==> config.mk <==
export PLATFORM = sky130hd
export DESIGN_NAME = ripple_peak_to_peak_meter_unit
export DESIGN_NICKNAME = d
export VERILOG_FILES = /design/src/rtl/ppm_pkg.sv /design/src/rtl/ripple_peak_to_peak_meter_unit.sv /design/src/rtl/ppm_window.sv /design/src/rtl/ppm_result_reg.sv
export SDC_FILE = /design/constraint.sdc
export NUM_CORES = 1
export LEC_CHECK = 0
export BUFFER_PORTS_ARGS = -buffer_cell sky130_fd_sc_hd__buf_4
export CAP_MARGIN = 15
export CORE_ASPECT_RATIO = 0.5
export CORE_UTILIZATION = 50
export CTS_CLUSTER_SIZE = 8
export DETAILED_ROUTE_END_ITERATION = 10
export PLACE_DENSITY_LB_ADDON = 0.15
export SLEW_MARGIN = 5
export SYNTH_ARGS = -nofsm -noshare
export SYNTH_HDL_FRONTEND = slang
export SYNTH_SLANG_ARGS = --single-unit
==> constraint.sdc <==
create_clock -name clk -period 5.4 [get_ports clk]
set_clock_uncertainty 0.15 [all_clocks]
set_input_delay 1.08 -clock clk [delete_from_list [all_inputs] [get_ports clk]]
set_output_delay 1.08 -clock clk [all_outputs]
set_load 0.005 [all_outputs]
==> src/rtl/ppm_pkg.sv <==
package ppm_pkg;

  localparam int OUT_BITS  = 16;
  localparam int WIN_BITS  = 16;
  localparam int SKIP_BITS = 4;
  localparam int IDX_BITS  = 8;
  localparam int DATA_BITS = 16;

  localparam logic [WIN_BITS-1:0]  WINDOW_LEN_RESET = 16'd500;
  localparam logic [SKIP_BITS-1:0] SKIP_COUNT_RESET = 4'd3;

  localparam logic [IDX_BITS-1:0] REG_WINDOW_LEN = 8'd0;
  localparam logic [IDX_BITS-1:0] REG_SKIP_COUNT = 8'd1;

  localparam logic CH_VOLT = 1'b0;
  localparam logic CH_CURR = 1'b1;

  typedef struct packed {
    logic [WIN_BITS-1:0]  window_len;
    logic [SKIP_BITS-1:0] skip_count;
  } cfg_t;

  typedef struct packed {
    logic                channel;
    logic [OUT_BITS-1:0] max_value;
    logic [OUT_BITS-1:0] min_value;
    logic [OUT_BITS-1:0] peak_to_peak;
  } result_t;

endpackage

==> src/rtl/ripple_peak_to_peak_meter_unit.sv <==
// Channel  Handshake               Payload
// in       in_valid / in_stall     volt_sample, curr_sample
// out      out_valid / out_stall   channel, max_value, min_value, peak_to_peak
// cfg      cfg_valid / cfg_ready   cfg_index, cfg_data
//
// One input item per cycle while in_stall is low; a window result appears in
// the cycle after the item that closes the window. Besides the compare against
// the running max and min, a counter and a subtractor sit between the registers.
// Reset (rst, synchronous) starts in the voltage phase with an empty window.
// in_stall rises only when the output register is full and stalled and the
// next item would close a window; cfg_ready is always high.
module ripple_peak_to_peak_meter_unit import ppm_pkg::*; #(
  parameter int SAMPLE_BITS = 16
) (
  input  logic                   clk,
  input  logic                   rst,
  input  logic                   in_valid,
  output logic                   in_stall,
  input  logic [SAMPLE_BITS-1:0] volt_sample,
  input  logic [SAMPLE_BITS-1:0] curr_sample,
  output logic                   out_valid,
  input  logic                   out_stall,
  output logic                   channel,
  output logic [OUT_BITS-1:0]    max_value,
  output logic [OUT_BITS-1:0]    min_value,
  output logic [OUT_BITS-1:0]    peak_to_peak,
  input  logic                   cfg_valid,
  output logic                   cfg_ready,
  input  logic [IDX_BITS-1:0]    cfg_index,
  input  logic [DATA_BITS-1:0]   cfg_data
);

  cfg_t    cfg;
  logic    accept;
  logic    done;
  logic    fire;
  result_t win_result;
  result_t out_data;

  assign cfg_ready = 1'b1;

  always_ff @(posedge clk) begin
    if (rst) begin
      cfg.window_len <= WINDOW_LEN_RESET;
      cfg.skip_count <= SKIP_COUNT_RESET;
    end else if (cfg_valid && cfg_ready) begin
      case (cfg_index)
        REG_WINDOW_LEN: cfg.window_len <= cfg_data[WIN_BITS-1:0];
        REG_SKIP_COUNT: cfg.skip_count <= cfg_data[SKIP_BITS-1:0];
        default: ;
      endcase
    end
  end

  // Items that only extend the window never wait on the output side.
  assign in_stall = out_valid && out_stall && done;
  assign accept   = in_valid && !in_stall;

  ppm_window #(
    .SAMPLE_BITS(SAMPLE_BITS)
  ) u_window (
    .clk        (clk),
    .rst        (rst),
    .cfg        (cfg),
    .accept     (accept),
    .volt_sample(volt_sample),
    .curr_sample(curr_sample),
    .done       (done),
    .fire       (fire),
    .result     (win_result)
  );

  ppm_result_reg u_result_reg (
    .clk      (clk),
    .rst      (rst),
    .load     (fire),
    .load_data(win_result),
    .stall    (out_stall),
    .valid    (out_valid),
    .data     (out_data)
  );

  assign channel      = out_data.channel;
  assign max_value    = out_data.max_value;
  assign min_value    = out_data.min_value;
  assign peak_to_peak = out_data.peak_to_peak;

endmodule

==> src/rtl/ppm_window.sv <==
module ppm_window import ppm_pkg::*; #(
  parameter int SAMPLE_BITS = 16
) (
  input  logic                   clk,
  input  logic                   rst,
  input  cfg_t                   cfg,
  input  logic                   accept,
  input  logic [SAMPLE_BITS-1:0] volt_sample,
  input  logic [SAMPLE_BITS-1:0] curr_sample,
  output logic                   done,
  output logic                   fire,
  output result_t                result
);

  localparam int W = (SAMPLE_BITS > OUT_BITS) ? SAMPLE_BITS : OUT_BITS;

  logic                   phase;
  logic [WIN_BITS-1:0]    sample_count;
  logic [SAMPLE_BITS-1:0] running_max;
  logic [SAMPLE_BITS-1:0] running_min;

  logic [SAMPLE_BITS-1:0] s;
  logic                   counted;
  logic [SAMPLE_BITS-1:0] diff;
  logic [W-1:0]           max_w;
  logic [W-1:0]           min_w;
  logic [W-1:0]           diff_w;

  assign s       = phase ? curr_sample : volt_sample;
  assign done    = (sample_count >= cfg.window_len);
  assign counted = (sample_count >= WIN_BITS'(cfg.skip_count));
  assign fire    = accept && done;

  // An empty window leaves max below min; the difference then reads zero.
  assign diff   = (running_max >= running_min) ? (running_max - running_min) : '0;
  assign max_w  = W'(running_max);
  assign min_w  = W'(running_min);
  assign diff_w = W'(diff);

  assign result.channel      = phase;
  assign result.max_value    = max_w[OUT_BITS-1:0];
  assign result.min_value    = min_w[OUT_BITS-1:0];
  assign result.peak_to_peak = diff_w[OUT_BITS-1:0];

  always_ff @(posedge clk) begin
    if (rst) begin
      phase        <= CH_VOLT;
      sample_count <= '0;
      running_max  <= '0;
      running_min  <= '1;
    end else if (accept) begin
      if (done) begin
        phase        <= ~phase;
        sample_count <= '0;
        running_max  <= '0;
        running_min  <= '1;
      end else begin
        if (counted) begin
          if (s > running_max) running_max <= s;
          if (s < running_min) running_min <= s;
        end
        sample_count <= sample_count + WIN_BITS'(1);
      end
    end
  end

endmodule

==> src/rtl/ppm_result_reg.sv <==
module ppm_result_reg import ppm_pkg::*; (
  input  logic    clk,
  input  logic    rst,
  input  logic    load,
  input  result_t load_data,
  input  logic    stall,
  output logic    valid,
  output result_t data
);

  always_ff @(posedge clk) begin
    if (rst) begin
      valid <= 1'b0;
    end else if (load) begin
      valid <= 1'b1;
    end else if (!stall) begin
      valid <= 1'b0;
    end
  end

  always_ff @(posedge clk) begin
    if (load) begin
      data <= load_data;
    end
  end

endmodule

# After elaboration in Yosys (flattened, before gate mapping)
# Index checks and enable logic that the tools add are counted.
classes:
  n_mux: 10
  mul: 0
  div: 0
  n_shift: 0
  n_eq_ne: 2
  n_addsub: 2
  magnitude_cmp: 5
  reduce_logical: 14
  bitwise_logic: 1
ops:
  columns: ["operator", "n"]
  rows:
  - ["$mux 16", 8]
  - ["$ge 16x16->1", 2]
  - ["$add 16x1->16 const B", 1]
  - ["$ge 16x4->1", 1]
  - ["$gt 16x16->1", 1]
  - ["$lt 16x16->1", 1]
  - ["$sub 16x16->16", 1]
  - ["$eq 8x1->1 const B", 1]
  - ["$logic_not 8->1", 1]
  - ["$reduce_and 2->1", 3]
  - ["$reduce_and 3->1", 2]
  - ["$reduce_bool 2->1", 3]
  - ["$logic_and 1x1->1", 4]
  - ["$mux 1", 2]
  - ["$ne 2x1->1 const B", 1]
  - ["$logic_not 1->1", 1]
  - ["$not 1->1", 1]
totals:
  latch_bits: 0
  mem_bits_ro: 0
  ramBits: 0
  in_bits: 61
  memories: 0
  word_cells: 45
  register_bits: 119

# Longest topological paths before layout
# Gate-level depths: netlist (run 1).
logic_depth:
  depth_word: 6
  mapped_depth: 13
  mapped_depth_nobuf: 10

# By module
# From an unflattened synthesis (run 1), not the netlist that was laid out.
hier_totals:
  cells_unflattened: 670
  area_unflattened_um2: 6602.6
modules_own_cells:
  columns: ["mod", "area_each_um2", "n_inst", "cells_per_inst", "seq_area_each_um2"]
  rows:
  - ["ppm_window", 4206.5, 1, 521, 980.9]
  - ["ppm_result_reg", 1500.2, 1, 52, 1491.4]
  - ["ripple_peak_to_peak_meter_unit", 895.9, 1, 97, 400.4]

# Worst setup path after synthesis (run 1)
# Ideal clock, no wire load.
synth_path:
  kind: "input-to-reg"
  start: "in out_stall"
  end: "reg u_result_reg.data[0] (netlist name) (enable)"
  path_slack_ps: 1063
  t_required_ps: 4791
  t_arrival_ps: 3728
  path_buffers: 1
  setup_ps: 459
  path_stages: 4
  path_cell_list: "nand2_1 -> nand2_1 -> clkbuf_1 -> nor2_1"
synth_via:
  elab_chain_cells: 5
synth_rtl:
  columns: ["item", "line", "source"]
  rows:
  - ["from (decl)", "ripple_peak_to_peak_meter_unit.sv:22", "input logic out_stall,"]
  - ["$logic_and 1x1->1 (2 in a row)", "ripple_peak_to_peak_meter_unit.sv:56", "assign in_stall = out_valid && out_stall && done;"]
  - ["$logic_not 1->1", "ripple_peak_to_peak_meter_unit.sv:57", "assign accept = in_valid && !in_stall;"]
  - ["$logic_and 1x1->1", "ripple_peak_to_peak_meter_unit.sv:57", null]
  - ["$logic_and 1x1->1", "ppm_window.sv:32", "assign fire = accept && done;"]
  - ["net fire", "ripple_peak_to_peak_meter_unit.sv:36", "logic fire;"]
  - ["to (signal assigned)", "ppm_result_reg.sv:23", "data <= load_data;"]
  - ["to (decl)", "ppm_result_reg.sv:8", "output result_t data"]
# The timed path passes the listed nets, and every way through them passes these cells.
# A chain may end at the register's enable or synchronous reset.

# Worst setup path after layout (run 1)
layout_path:
  start: "reg u_window.sample_count[0]"
  end: "out in_stall"
layout_via:
  elab_chain_cells: 2
layout_rtl:
  columns: ["item", "line", "source"]
  rows:
  - ["from (decl)", "ppm_window.sv:18", "logic [WIN_BITS-1:0] sample_count;"]
  - ["from (signal assigned)", "ppm_window.sv:62", "sample_count <= sample_count + WIN_BITS'(1);"]
  - ["$ge 16x16->1", "ppm_window.sv:30", "assign done = (sample_count >= cfg.window_len);"]
  - ["$logic_and 1x1->1", "ripple_peak_to_peak_meter_unit.sv:56", null]
  - ["to (decl)", "ripple_peak_to_peak_meter_unit.sv:18", "output logic in_stall,"]
# No other way between the ends.

==> flow_metrics.tcl, run 1 <==
set metrics [dict create \
    slew_violations 0 \
    antenna_left 0 \
    synthMuxAreaShare_pct 4.79 \
    final.min_clock_period_ns 3.88 \
    nNetsFinal 884 \
    peakVddDrop_v 0.000183 \
    hold_viol 0 \
    synthArstFlopShare_pct 0 \
    critPathMaxStageDelay_ns 0.69 \
    ys_ff_latch 119 \
    holdWs_ns 0.313 \
    fp-row-count 28 \
    hpwlAfterDp_um 11200 \
    num_antenna_cells 0 \
    gp_congestion 0.879 \
    synth_fp_nets 770 \
    finalSetupTns_ns 0 \
    grt_max_degree 28 \
    clock_path_buffers 2 \
    postSynthCellCount 640 \
    p_switching_uw 473 \
    tightest_slew_ns 0.849 \
    wl_per_cell_um 16.4 \
    critical_path.slowest_cell "a211oi_2" \
    p_leak_nw 3.43 \
    placeableCoreArea_mm2 0.0122 \
    finalSetupViolations 0 \
    postCtsResizedCells 0 \
    switching_share_pct 22.2 \
    synth_xor_area_share_pct 2.71 \
    fin_crit_sh_pct 71.9 \
    cts_hold_buffers 0 \
    syn_avg_cell_area_um2 10.1 \
    start_util_pct 53.0 \
    yosysSeqAreaShare_pct 44.4 \
    post-cts-setup-buffer-count 0 \
    post_route_cells_drive_above_1_share_pct 22.4 \
    cts_sinks 119 \
    synth_top_family_by_area "compound AO/OA/AOI/OAI gates" \
    pwr-share-comb_pct 6.2 \
    cts_buffers 17 \
    yosys.area_share.simple_pct 12.6 \
    path_cells "inv_1, ha_1, nand2b_1, a211oi_1, o21ai_1, a211oi_2, nor2_1, buf_4" \
    synth_top_area_cell "edfxtp_1" \
    synth-edff-count 49 \
    p_per_area_mw_per_mm2 264 \
    rsz0062_at_grt "false" \
    ys.warnings.count 0 \
    clockRootBuffer "clkbuf_16" \
    synth_ff_type "dfxtp_1" \
    start_kind "flop" \
    outcome "finished clean" \
    grt_pass1_vias 4987 \
    clkSlewWorstSetupHoldPaths_ns 0.05 \
    synth_compound_area_share_pct 16.4 \
    via_count 5203 \
    fp.dieW_um 163 \
    mostFrequentLayoutCell "buf_4" \
    p_seq_share_pct 44.2 \
    antenna_found_initial 0 \
    grt_first_pass_wirelength_um 24500 \
    slew_headroom_pct 43.2 \
    drv_cap 0 \
    crit_path_end_kind "primary output" \
    io_pins 113 \
    wl_um 15300 \
    clkPwrFrac_pct 49.6 \
    crit_fanout 8 \
    finalPower_mw 2.13 \
    cts_tree "yes" \
    track_usage_pct 24.0 \
    yosys-top-cells-area "edfxtp_1 (23%), dfxtp_1 (22%), ha_1 (13%), inv_1 (3.9%), nor2_1 (3.5%)" \
    dieArea_mm2 0.0134 \
    p_int_mw 1.66 \
    port-buffer-count 111 \
    clock_latency_ns 0.41 \
    synthAdderAreaFrac_pct 13.4 \
    final_cell_mix "buf_4 (117), dfxtp_1 (70), ha_1 (68), inv_1 (67), nor2_1 (59)" \
    first_pass_iters 5 \
    grt-ovfl-total 0 \
    synth_top_area_share_pct 22.7 \
    timing_worst_setup_path_type "reg2out" \
    hold_path_class "reg2reg" \
    timing.fmax_ghz 0.258 \
    vias_per_cell 5.58 \
    post_synth_num_cell_types 57 \
    die_height_um 82.5 \
    syn_area_mm2 0.00647 \
    htreeDepth 4 \
    drtIter0Drc 309 \
    cp.required_ns 4.17 \
    drc 0 \
    critical_path_arrival_ns 2.65 \
    area_growth_pct 24.4 \
]
## cell families (layout without fill, tap and decap cells)
kind of cell | after synthesis | count (layout)
simple gates | 167 | 167
compound gates | 143 | 143
flops | 119 | 119
buf+inv | 91 | 218
fa+ha+maj | 69 | 69
mux | 30 | 30
xor+xnor | 20 | 20
other cells | 1 | 1
## final timing paths
kind	start	endpoint	slack, ns	depth (start not counted)
worst min-delay path	u_window.min_w[9]$_SDFFE_PP1P_	u_result_reg.data[25]$_DFFE_PP_	0.31	0
worst max-delay path	u_window.sample_count[0]$_SDFFE_PP0P_	in_stall	1.52	8
worst min register to register	u_window.min_w[9]$_SDFFE_PP1P_	u_result_reg.data[25]$_DFFE_PP_	0.31	0
worst max register to register	u_window.phase$_SDFFE_PP0P_	u_window.max_w[10]$_SDFFE_PP0P_	1.66	11
## worst max-delay path, delay by kind of cell (launching register included)
family | cells | cell delay (ns)
buf+inv | 2 | 0.26
flops | 1 | 0.38
simple gates | 2 | 0.26
fa+ha+maj | 1 | 0.26
compound gates | 3 | 1.09
## cell usage after synthesis (10+ instances only)
master	instances
inv_1	67
o21ai_0	15
nor3_1	27
xnor2_1	16
nor2_1	61
edfxtp_1	49
a211oi_1	13
nand2_1	24
dfxtp_1	70
nand4_1	10
a31oi_1	11
mux2i_1	22
a21o_1	13
clkbuf_1	12
o21a_1	10
a21oi_1	33
ha_1	68
nand3_1	16
## layer usage
metal | wire length, um | GRT usage (%) | vias to the layer above
met5 | 0 | 0 | -
met4 | 194 | 8.13 | 0
met3 | 946 | 5.04 | 24
met2 | 7090 | 40.4 | 162
met1 | 7080 | 31.0 | 2456
li1 | - | - | 2561
## cell type report
class / count / area (um2)
Fill cell: 1013 / 4170
Multi-Input combinational cell: 430 / 3260
Sequential cell: 119 / 2870
Timing Repair Buffer: 118 / 906
Clock buffer: 24 / 514
Inverter: 68 / 255
Tap cell: 165 / 206
Clock inverter: 8 / 43.8
## sequential cells by signal, indices dropped and copies added (netlist names)
name and count:
cfg 20, u_result_reg.data 49, u_result_reg.valid 1, u_window.max_w 16, u_window.min_w 16, u_window.phase 1, u_window.sample_count 16
## stage by stage
stage          worst slack, ns  utilization (%)  instance area, um2  cells
5_1_grt                   1.25             65.9                8060    932
4_1_cts                   1.54             65.6                8020    930
3_3_place_gp              1.59             61.0                7460    898
2_1_floorplan             1.06                -                6470    640
3_5_place_dp              1.43             61.0                7460    898
6_report                  1.52             65.9                8060    932
## power groups by stage
stage	sequential, mW	clock [mW]	combinational (mW)
2_1_floorplan	0.958	0	0.0744
3_3_place_gp	0.960	0	0.126
3_5_place_dp	0.960	0	0.130
4_1_cts	0.941	1.07	0.132
5_1_grt	0.941	1.11	0.146
6_report	0.941	1.06	0.132
No activity file was read; power rests on OpenSTA's default activity.
==> run 2: changes to the inputs <==
==> constraint.sdc (replaced) <==
create_clock -name clk -period 3.4 [get_ports clk]
set_clock_uncertainty 0.15 [all_clocks]
set_input_delay 0.68 -clock clk [delete_from_list [all_inputs] [get_ports clk]]
set_output_delay 0.68 -clock clk [all_outputs]
set_load 0.005 [all_outputs]
==> run 2 against run 1 <==
Non-clock buffer count is 14 higher. Flip-flop and latch count stayed put. Critical endpoint unchanged. Count of clock-buffer cells in the layout is 5 lower. Worst setup slack worse by 1.3 ns. Power is 68% higher. Final cell count is 1.5% higher. Clock power is 76% higher. First-iteration DRC count is 6.5% higher. Worst hold slack worse by 0.0083 ns. Cell area is 1.9% higher. Highest routed layer unchanged. Via count is 1.1% higher. Critical path type unchanged.
==> flow_metrics.tcl, run 2 (synthesis gave the netlist of run 1 again) <==
set metrics [dict create \
    clock_path_buffers 2 \
    fp.dieW_um 163 \
    nNetsFinal 898 \
    critical_path_arrival_ns 2.33 \
    htreeDepth 4 \
    antenna_left 0 \
    hpwlAfterDp_um 11200 \
    die_height_um 82.5 \
    top_register "u_result_reg.data" \
    p_per_area_mw_per_mm2 437 \
    holdWs_ns 0.304 \
    grt-ovfl-total 0 \
    finalSetupTns_ns 0 \
    placeableCoreArea_mm2 0.0122 \
    first_pass_iters 5 \
    grt_pass1_vias 4864 \
    fp-row-count 28 \
    drv_cap 0 \
    start_kind "flop" \
    largest_reg_flops 49 \
    num_antenna_cells 0 \
    rsz0062_at_grt "false" \
    mostFrequentLayoutCell "buf_4" \
    postLayoutSetupSlackWorst_ns 0.237 \
    tightest_slew_ns 0.532 \
    timing_worst_setup_path_type "reg2out" \
    post_route_cells_drive_above_1_share_pct 23.9 \
    clkSlewWorstSetupHoldPaths_ns 0.05 \
    post-cts-setup-buffer-count 0 \
    wl_per_cell_um 15.9 \
    peakVddDrop_v 0.000309 \
    final_core_util_pct 67.2 \
    reg_top3 "u_result_reg.data x49, cfg x20" \
    fillers 980 \
    via_count 5261 \
    gp_congestion 0.847 \
    final.min_clock_period_ns 3.16 \
    crit_fanout 8 \
    start_util_pct 53.0 \
    clock_latency_ns 0.42 \
    timing.fmax_ghz 0.316 \
    outcome "finished clean" \
    io_pins 113 \
    grt_first_pass_wirelength_um 24200 \
    cts_buffers 17 \
    slew_headroom_pct 64.4 \
    final_cell_mix "buf_4 (131), dfxtp_1 (70), ha_1 (68), inv_1 (67), nor2_1 (58)" \
    wl_um 15000 \
    crit_path_end_kind "primary output" \
    antenna_found_initial 0 \
    finalSetupViolations 0 \
    drtIter0Drc 329 \
    hold_path_class "reg2reg" \
    area_growth_pct 26.8 \
    drc 0 \
    dieArea_mm2 0.0134 \
    pre_cts_ws_ns 0.0903 \
    track_usage_pct 23.7 \
    cts_hold_buffers 0 \
    port-buffer-count 111 \
    cp.required_ns 2.57 \
    slew_violations 0 \
    fin_crit_sh_pct 93.0 \
    vias_per_cell 5.56 \
    grt_max_degree 36 \
    cts_tree "yes" \
    p_leak_nw 3.51 \
    cts_sinks 119 \
    hold_viol 0 \
    clockRootBuffer "clkbuf_16" \
]
-- run 2: area by class of cell --
class	count	area (um2)	area share [%]
well taps	165	206	2.51
inverters	68	255	3.11
clock buffers	19	433	5.27
flip-flops and latches	119	2870	35.0
repair buffers	132	1000	12.2
multi-input cells	430	3260	39.7
clock inverters	13	180	2.19
-- run 2: stage by stage --
step | instance area (um2) | instances | power, mW
2_1_floorplan | 6480 | 640 | 1.64
3_3_place_gp | 7590 | 914 | 1.74
3_5_place_dp | 7590 | 914 | 1.74
4_1_cts | 8210 | 946 | 3.60
5_1_grt | 8210 | 946 | 3.70
6_report | 8210 | 946 | 3.59
-- run 2: metal layers --
layer | GRT usage (%) | part of all wire [%] | vias up
met3 | 4.90 | 5.1 | 26
met5 | 0 | 0 | -
met2 | 38.8 | 45 | 144
li1 | - | - | 2598
met1 | 31.7 | 48 | 2493
met4 | 8.13 | 1.4 | 0
-- run 2: worst max-delay path: stages (launching register included) --
cell and delay, ns:
dfxtp_1 0.38, inv_1 0.09, ha_1 0.26, nand2b_1 0.14
a211oi_1 0.28, o21ai_1 0.16, a211oi_2 0.20, buf_4 0.21
nor2_1 0.06, buf_4 0.13
-- run 2: path summary, 6_finish.rpt --
kind,startpoint,endpoint,slack (ns),cells past startpoint
min reg2reg,u_window.min_w[2]$_SDFFE_PP1P_,u_result_reg.data[18]$_DFFE_PP_,0.30,0
min,u_window.min_w[2]$_SDFFE_PP1P_,u_result_reg.data[18]$_DFFE_PP_,0.30,0
max,u_window.sample_count[0]$_SDFFE_PP0P_,in_stall,0.24,9
max reg2reg,u_window.phase$_SDFFE_PP0P_,u_window.max_w[1]$_SDFFE_PP0P_,0.29,10
-- run 2: report_power, final --
part / switching [mW] / internal (mW) / total, mW
registers: 0.00891 / 1.49 / 1.49
logic: 0.115 / 0.106 / 0.221
clock network: 0.650 / 1.22 / 1.87
-- run 2: what timing repair did --
action	4_1_cts	5_1_grt
gates resized for setup	0	1
setup endpoints to repair	0	8
hold endpoints to repair	0	0
==> run 3: changes to the inputs <==
--- a/config.mk
+++ b/config.mk
@@ -11,7 +11,7 @@
 export CORE_UTILIZATION = 50
 export CTS_CLUSTER_SIZE = 8
 export DETAILED_ROUTE_END_ITERATION = 10
-export PLACE_DENSITY_LB_ADDON = 0.15
+export PLACE_DENSITY = 0.77
 export SLEW_MARGIN = 5
 export SYNTH_ARGS = -nofsm -noshare
 export SYNTH_HDL_FRONTEND = slang
==> run 3 against run 2 <==
Flip-flop and latch count did not move. Via count rose by 2.4%. Highest routed layer unchanged. Critical endpoint is now u_window.max_w[7]$_SDFFE_PP0P_. Routed wire length rose by 4.2%. Count of clock-buffer cells in the layout fell by 1. Largest power group unchanged. Largest cell class unchanged. Core utilization decreased by 0.33 points. Critical path depth did not move. Register-to-register slack worse by 0.08 ns.
==> flow_metrics.tcl, run 3 (synthesis gave the netlist of run 1 again) <==
set metrics [dict create \
    outcome "finished clean" \
    peakVddDrop_v 0.000282 \
    grt_first_pass_wirelength_um 24800 \
    postCtsResizedCells 0 \
    htreeDepth 4 \
    clockRootBuffer "clkbuf_16" \
    slew_violations 0 \
    cpLargestDelayFamily "compound AO/OA/AOI/OAI gates" \
    final_area_mm2 0.00817 \
    drv_cap 0 \
    start_util_pct 53.0 \
    rsz0062_at_grt "false" \
    dieArea_mm2 0.0134 \
    clkPwrFrac_pct 51.1 \
    fin_crit_sh_pct 94.0 \
    drc 0 \
    cp_num_buf_inv 2 \
    postLayoutSetupSlackWorst_ns 0.205 \
    hpwlAfterDp_um 11400 \
    finalSetupViolations 0 \
    tightest_slew_ns 0.805 \
    fillers 971 \
    crit_path_end_kind "flop" \
    nNetsFinal 896 \
    timing.fmax_ghz 0.313 \
    p_per_area_mw_per_mm2 430 \
    post_route_cells_drive_above_1_share_pct 24.0 \
    area_growth_pct 26.2 \
    timing_worst_setup_path_type "reg2reg" \
    cts_buffers 17 \
    hold_path_class "reg2reg" \
    clkSlewWorstSetupHoldPaths_ns 0.05 \
    cts_tree "yes" \
    critical_path.slowest_cell "a2111o_1" \
    path_cells "inv_1, ha_1, nand2b_1, a211oi_1, o21ai_1, a2111o_1, nor3_4, buf_4, a32o_1" \
    place_area_mm2 0.00758 \
    p_int_mw 2.73 \
    switching_share_pct 22.2 \
    port-buffer-count 111 \
    io_pins 113 \
    top_layer_used "met4" \
    min_from "u_window.min_w[9]$_SDFFE_PP1P_" \
    p_seq_share_pct 42.6 \
    critPathMaxStageDelay_ns 0.69 \
    antenna_left 0 \
    num_antenna_cells 0 \
    grt_pass1_vias 5138 \
    final_cell_mix "buf_4 (129), dfxtp_1 (70), ha_1 (68), inv_1 (67), nor2_1 (58)" \
    fp-row-count 28 \
    p_switching_uw 780 \
    gp_congestion 0.828 \
    fp.dieW_um 163 \
    vias_per_cell 5.70 \
    crit_fanout 17 \
    mostFrequentLayoutCell "buf_4" \
    cp.required_ns 3.60 \
    wl_met3_um 1010 \
    ff2ff_setup_slack_ns 0.21 \
    rr_startpoint "u_window.sample_count[0]$_SDFFE_PP0P_" \
    reg_top3 "u_result_reg.data x49, cfg x20" \
    top_register "u_result_reg.data" \
    met2WireLength_um 7480 \
    antenna_found_initial 0 \
    hold_viol 0 \
    drtIter0Drc 427 \
    holdWs_ns 0.309 \
    critical_path_arrival_ns 3.40 \
    cts_sinks 119 \
    crit_path_start "u_window.sample_count[0]$_SDFFE_PP0P_" \
    wl_per_cell_um 16.6 \
    via_count 5385 \
    grt-ovfl-total 0 \
    track_usage_pct 24.2 \
    p_leak_nw 3.48 \
    largest_reg_flops 49 \
    clock_path_buffers 2 \
    placeableCoreArea_mm2 0.0122 \
    grt_max_degree 51 \
    post-cts-setup-buffer-count 0 \
    finalSetupTns_ns 0 \
    pre_cts_ws_ns 0.00903 \
    die_height_um 82.5 \
    wl_met1_um 6930 \
    pwr-share-comb_pct 6.3 \
    final.min_clock_period_ns 3.19 \
    cts_hold_buffers 0 \
    wl_um 15700 \
    start_kind "flop" \
    clock_latency_ns 0.42 \
    first_pass_iters 7 \
    slew_headroom_pct 46.2 \
]
## run 3: power groups by stage
stage / Clock [mW] / Combinational (mW) / Sequential [mW]
after floorplan: 0 / 0.118 / 1.52
after global placement: 0 / 0.207 / 1.52
after detailed placement: 0 / 0.215 / 1.52
after CTS: 1.82 / 0.220 / 1.49
after global routing: 1.88 / 0.242 / 1.49
final: 1.79 / 0.222 / 1.49
## run 3: per-layer routing
layer | up-vias | GRT usage (%)
met5 | - | 0
met4 | 0 | 9.07
met3 | 33 | 4.70
met2 | 204 | 41.7
met1 | 2555 | 30.6
li1 | 2593 | -
## run 3: final timing paths
kind,endpoint,depth (start not counted)
worst max-delay path,u_window.max_w[7]$_SDFFE_PP0P_,9
worst min-delay path,u_result_reg.data[25]$_DFFE_PP_,0
worst max register to register,u_window.max_w[7]$_SDFFE_PP0P_,9
worst min register to register,u_result_reg.data[25]$_DFFE_PP_,0
## run 3: final cells by class
type	count	area [um2]	share of cell area [%]
Clock buffer	18	429	5.25
Clock inverter	14	159	1.94
Inverter	68	255	3.12
Multi-Input combinational cell	430	3260	39.9
Sequential cell	119	2870	35.2
Tap cell	165	206	2.53
Timing Repair Buffer	130	988	12.1
## run 3: worst reg2reg max path: stages, from the launching register on
cell and delay [ns]:
dfxtp_1 0.38, inv_1 0.10, ha_1 0.27, nand2b_1 0.15, a211oi_1 0.26, o21ai_1 0.15
a2111o_1 0.69, nor3_4 0.50, buf_4 0.29, a32o_1 0.20
## run 3: metrics by stage
step                      utilization [%]  power, mW  cells
final                                66.8       3.51    944
after global routing                 66.8       3.61    944
after CTS                            66.8       3.53    944
after detailed placement             62.0       1.74    912
after global placement               62.0       1.73    912
after floorplan                         -       1.64    640
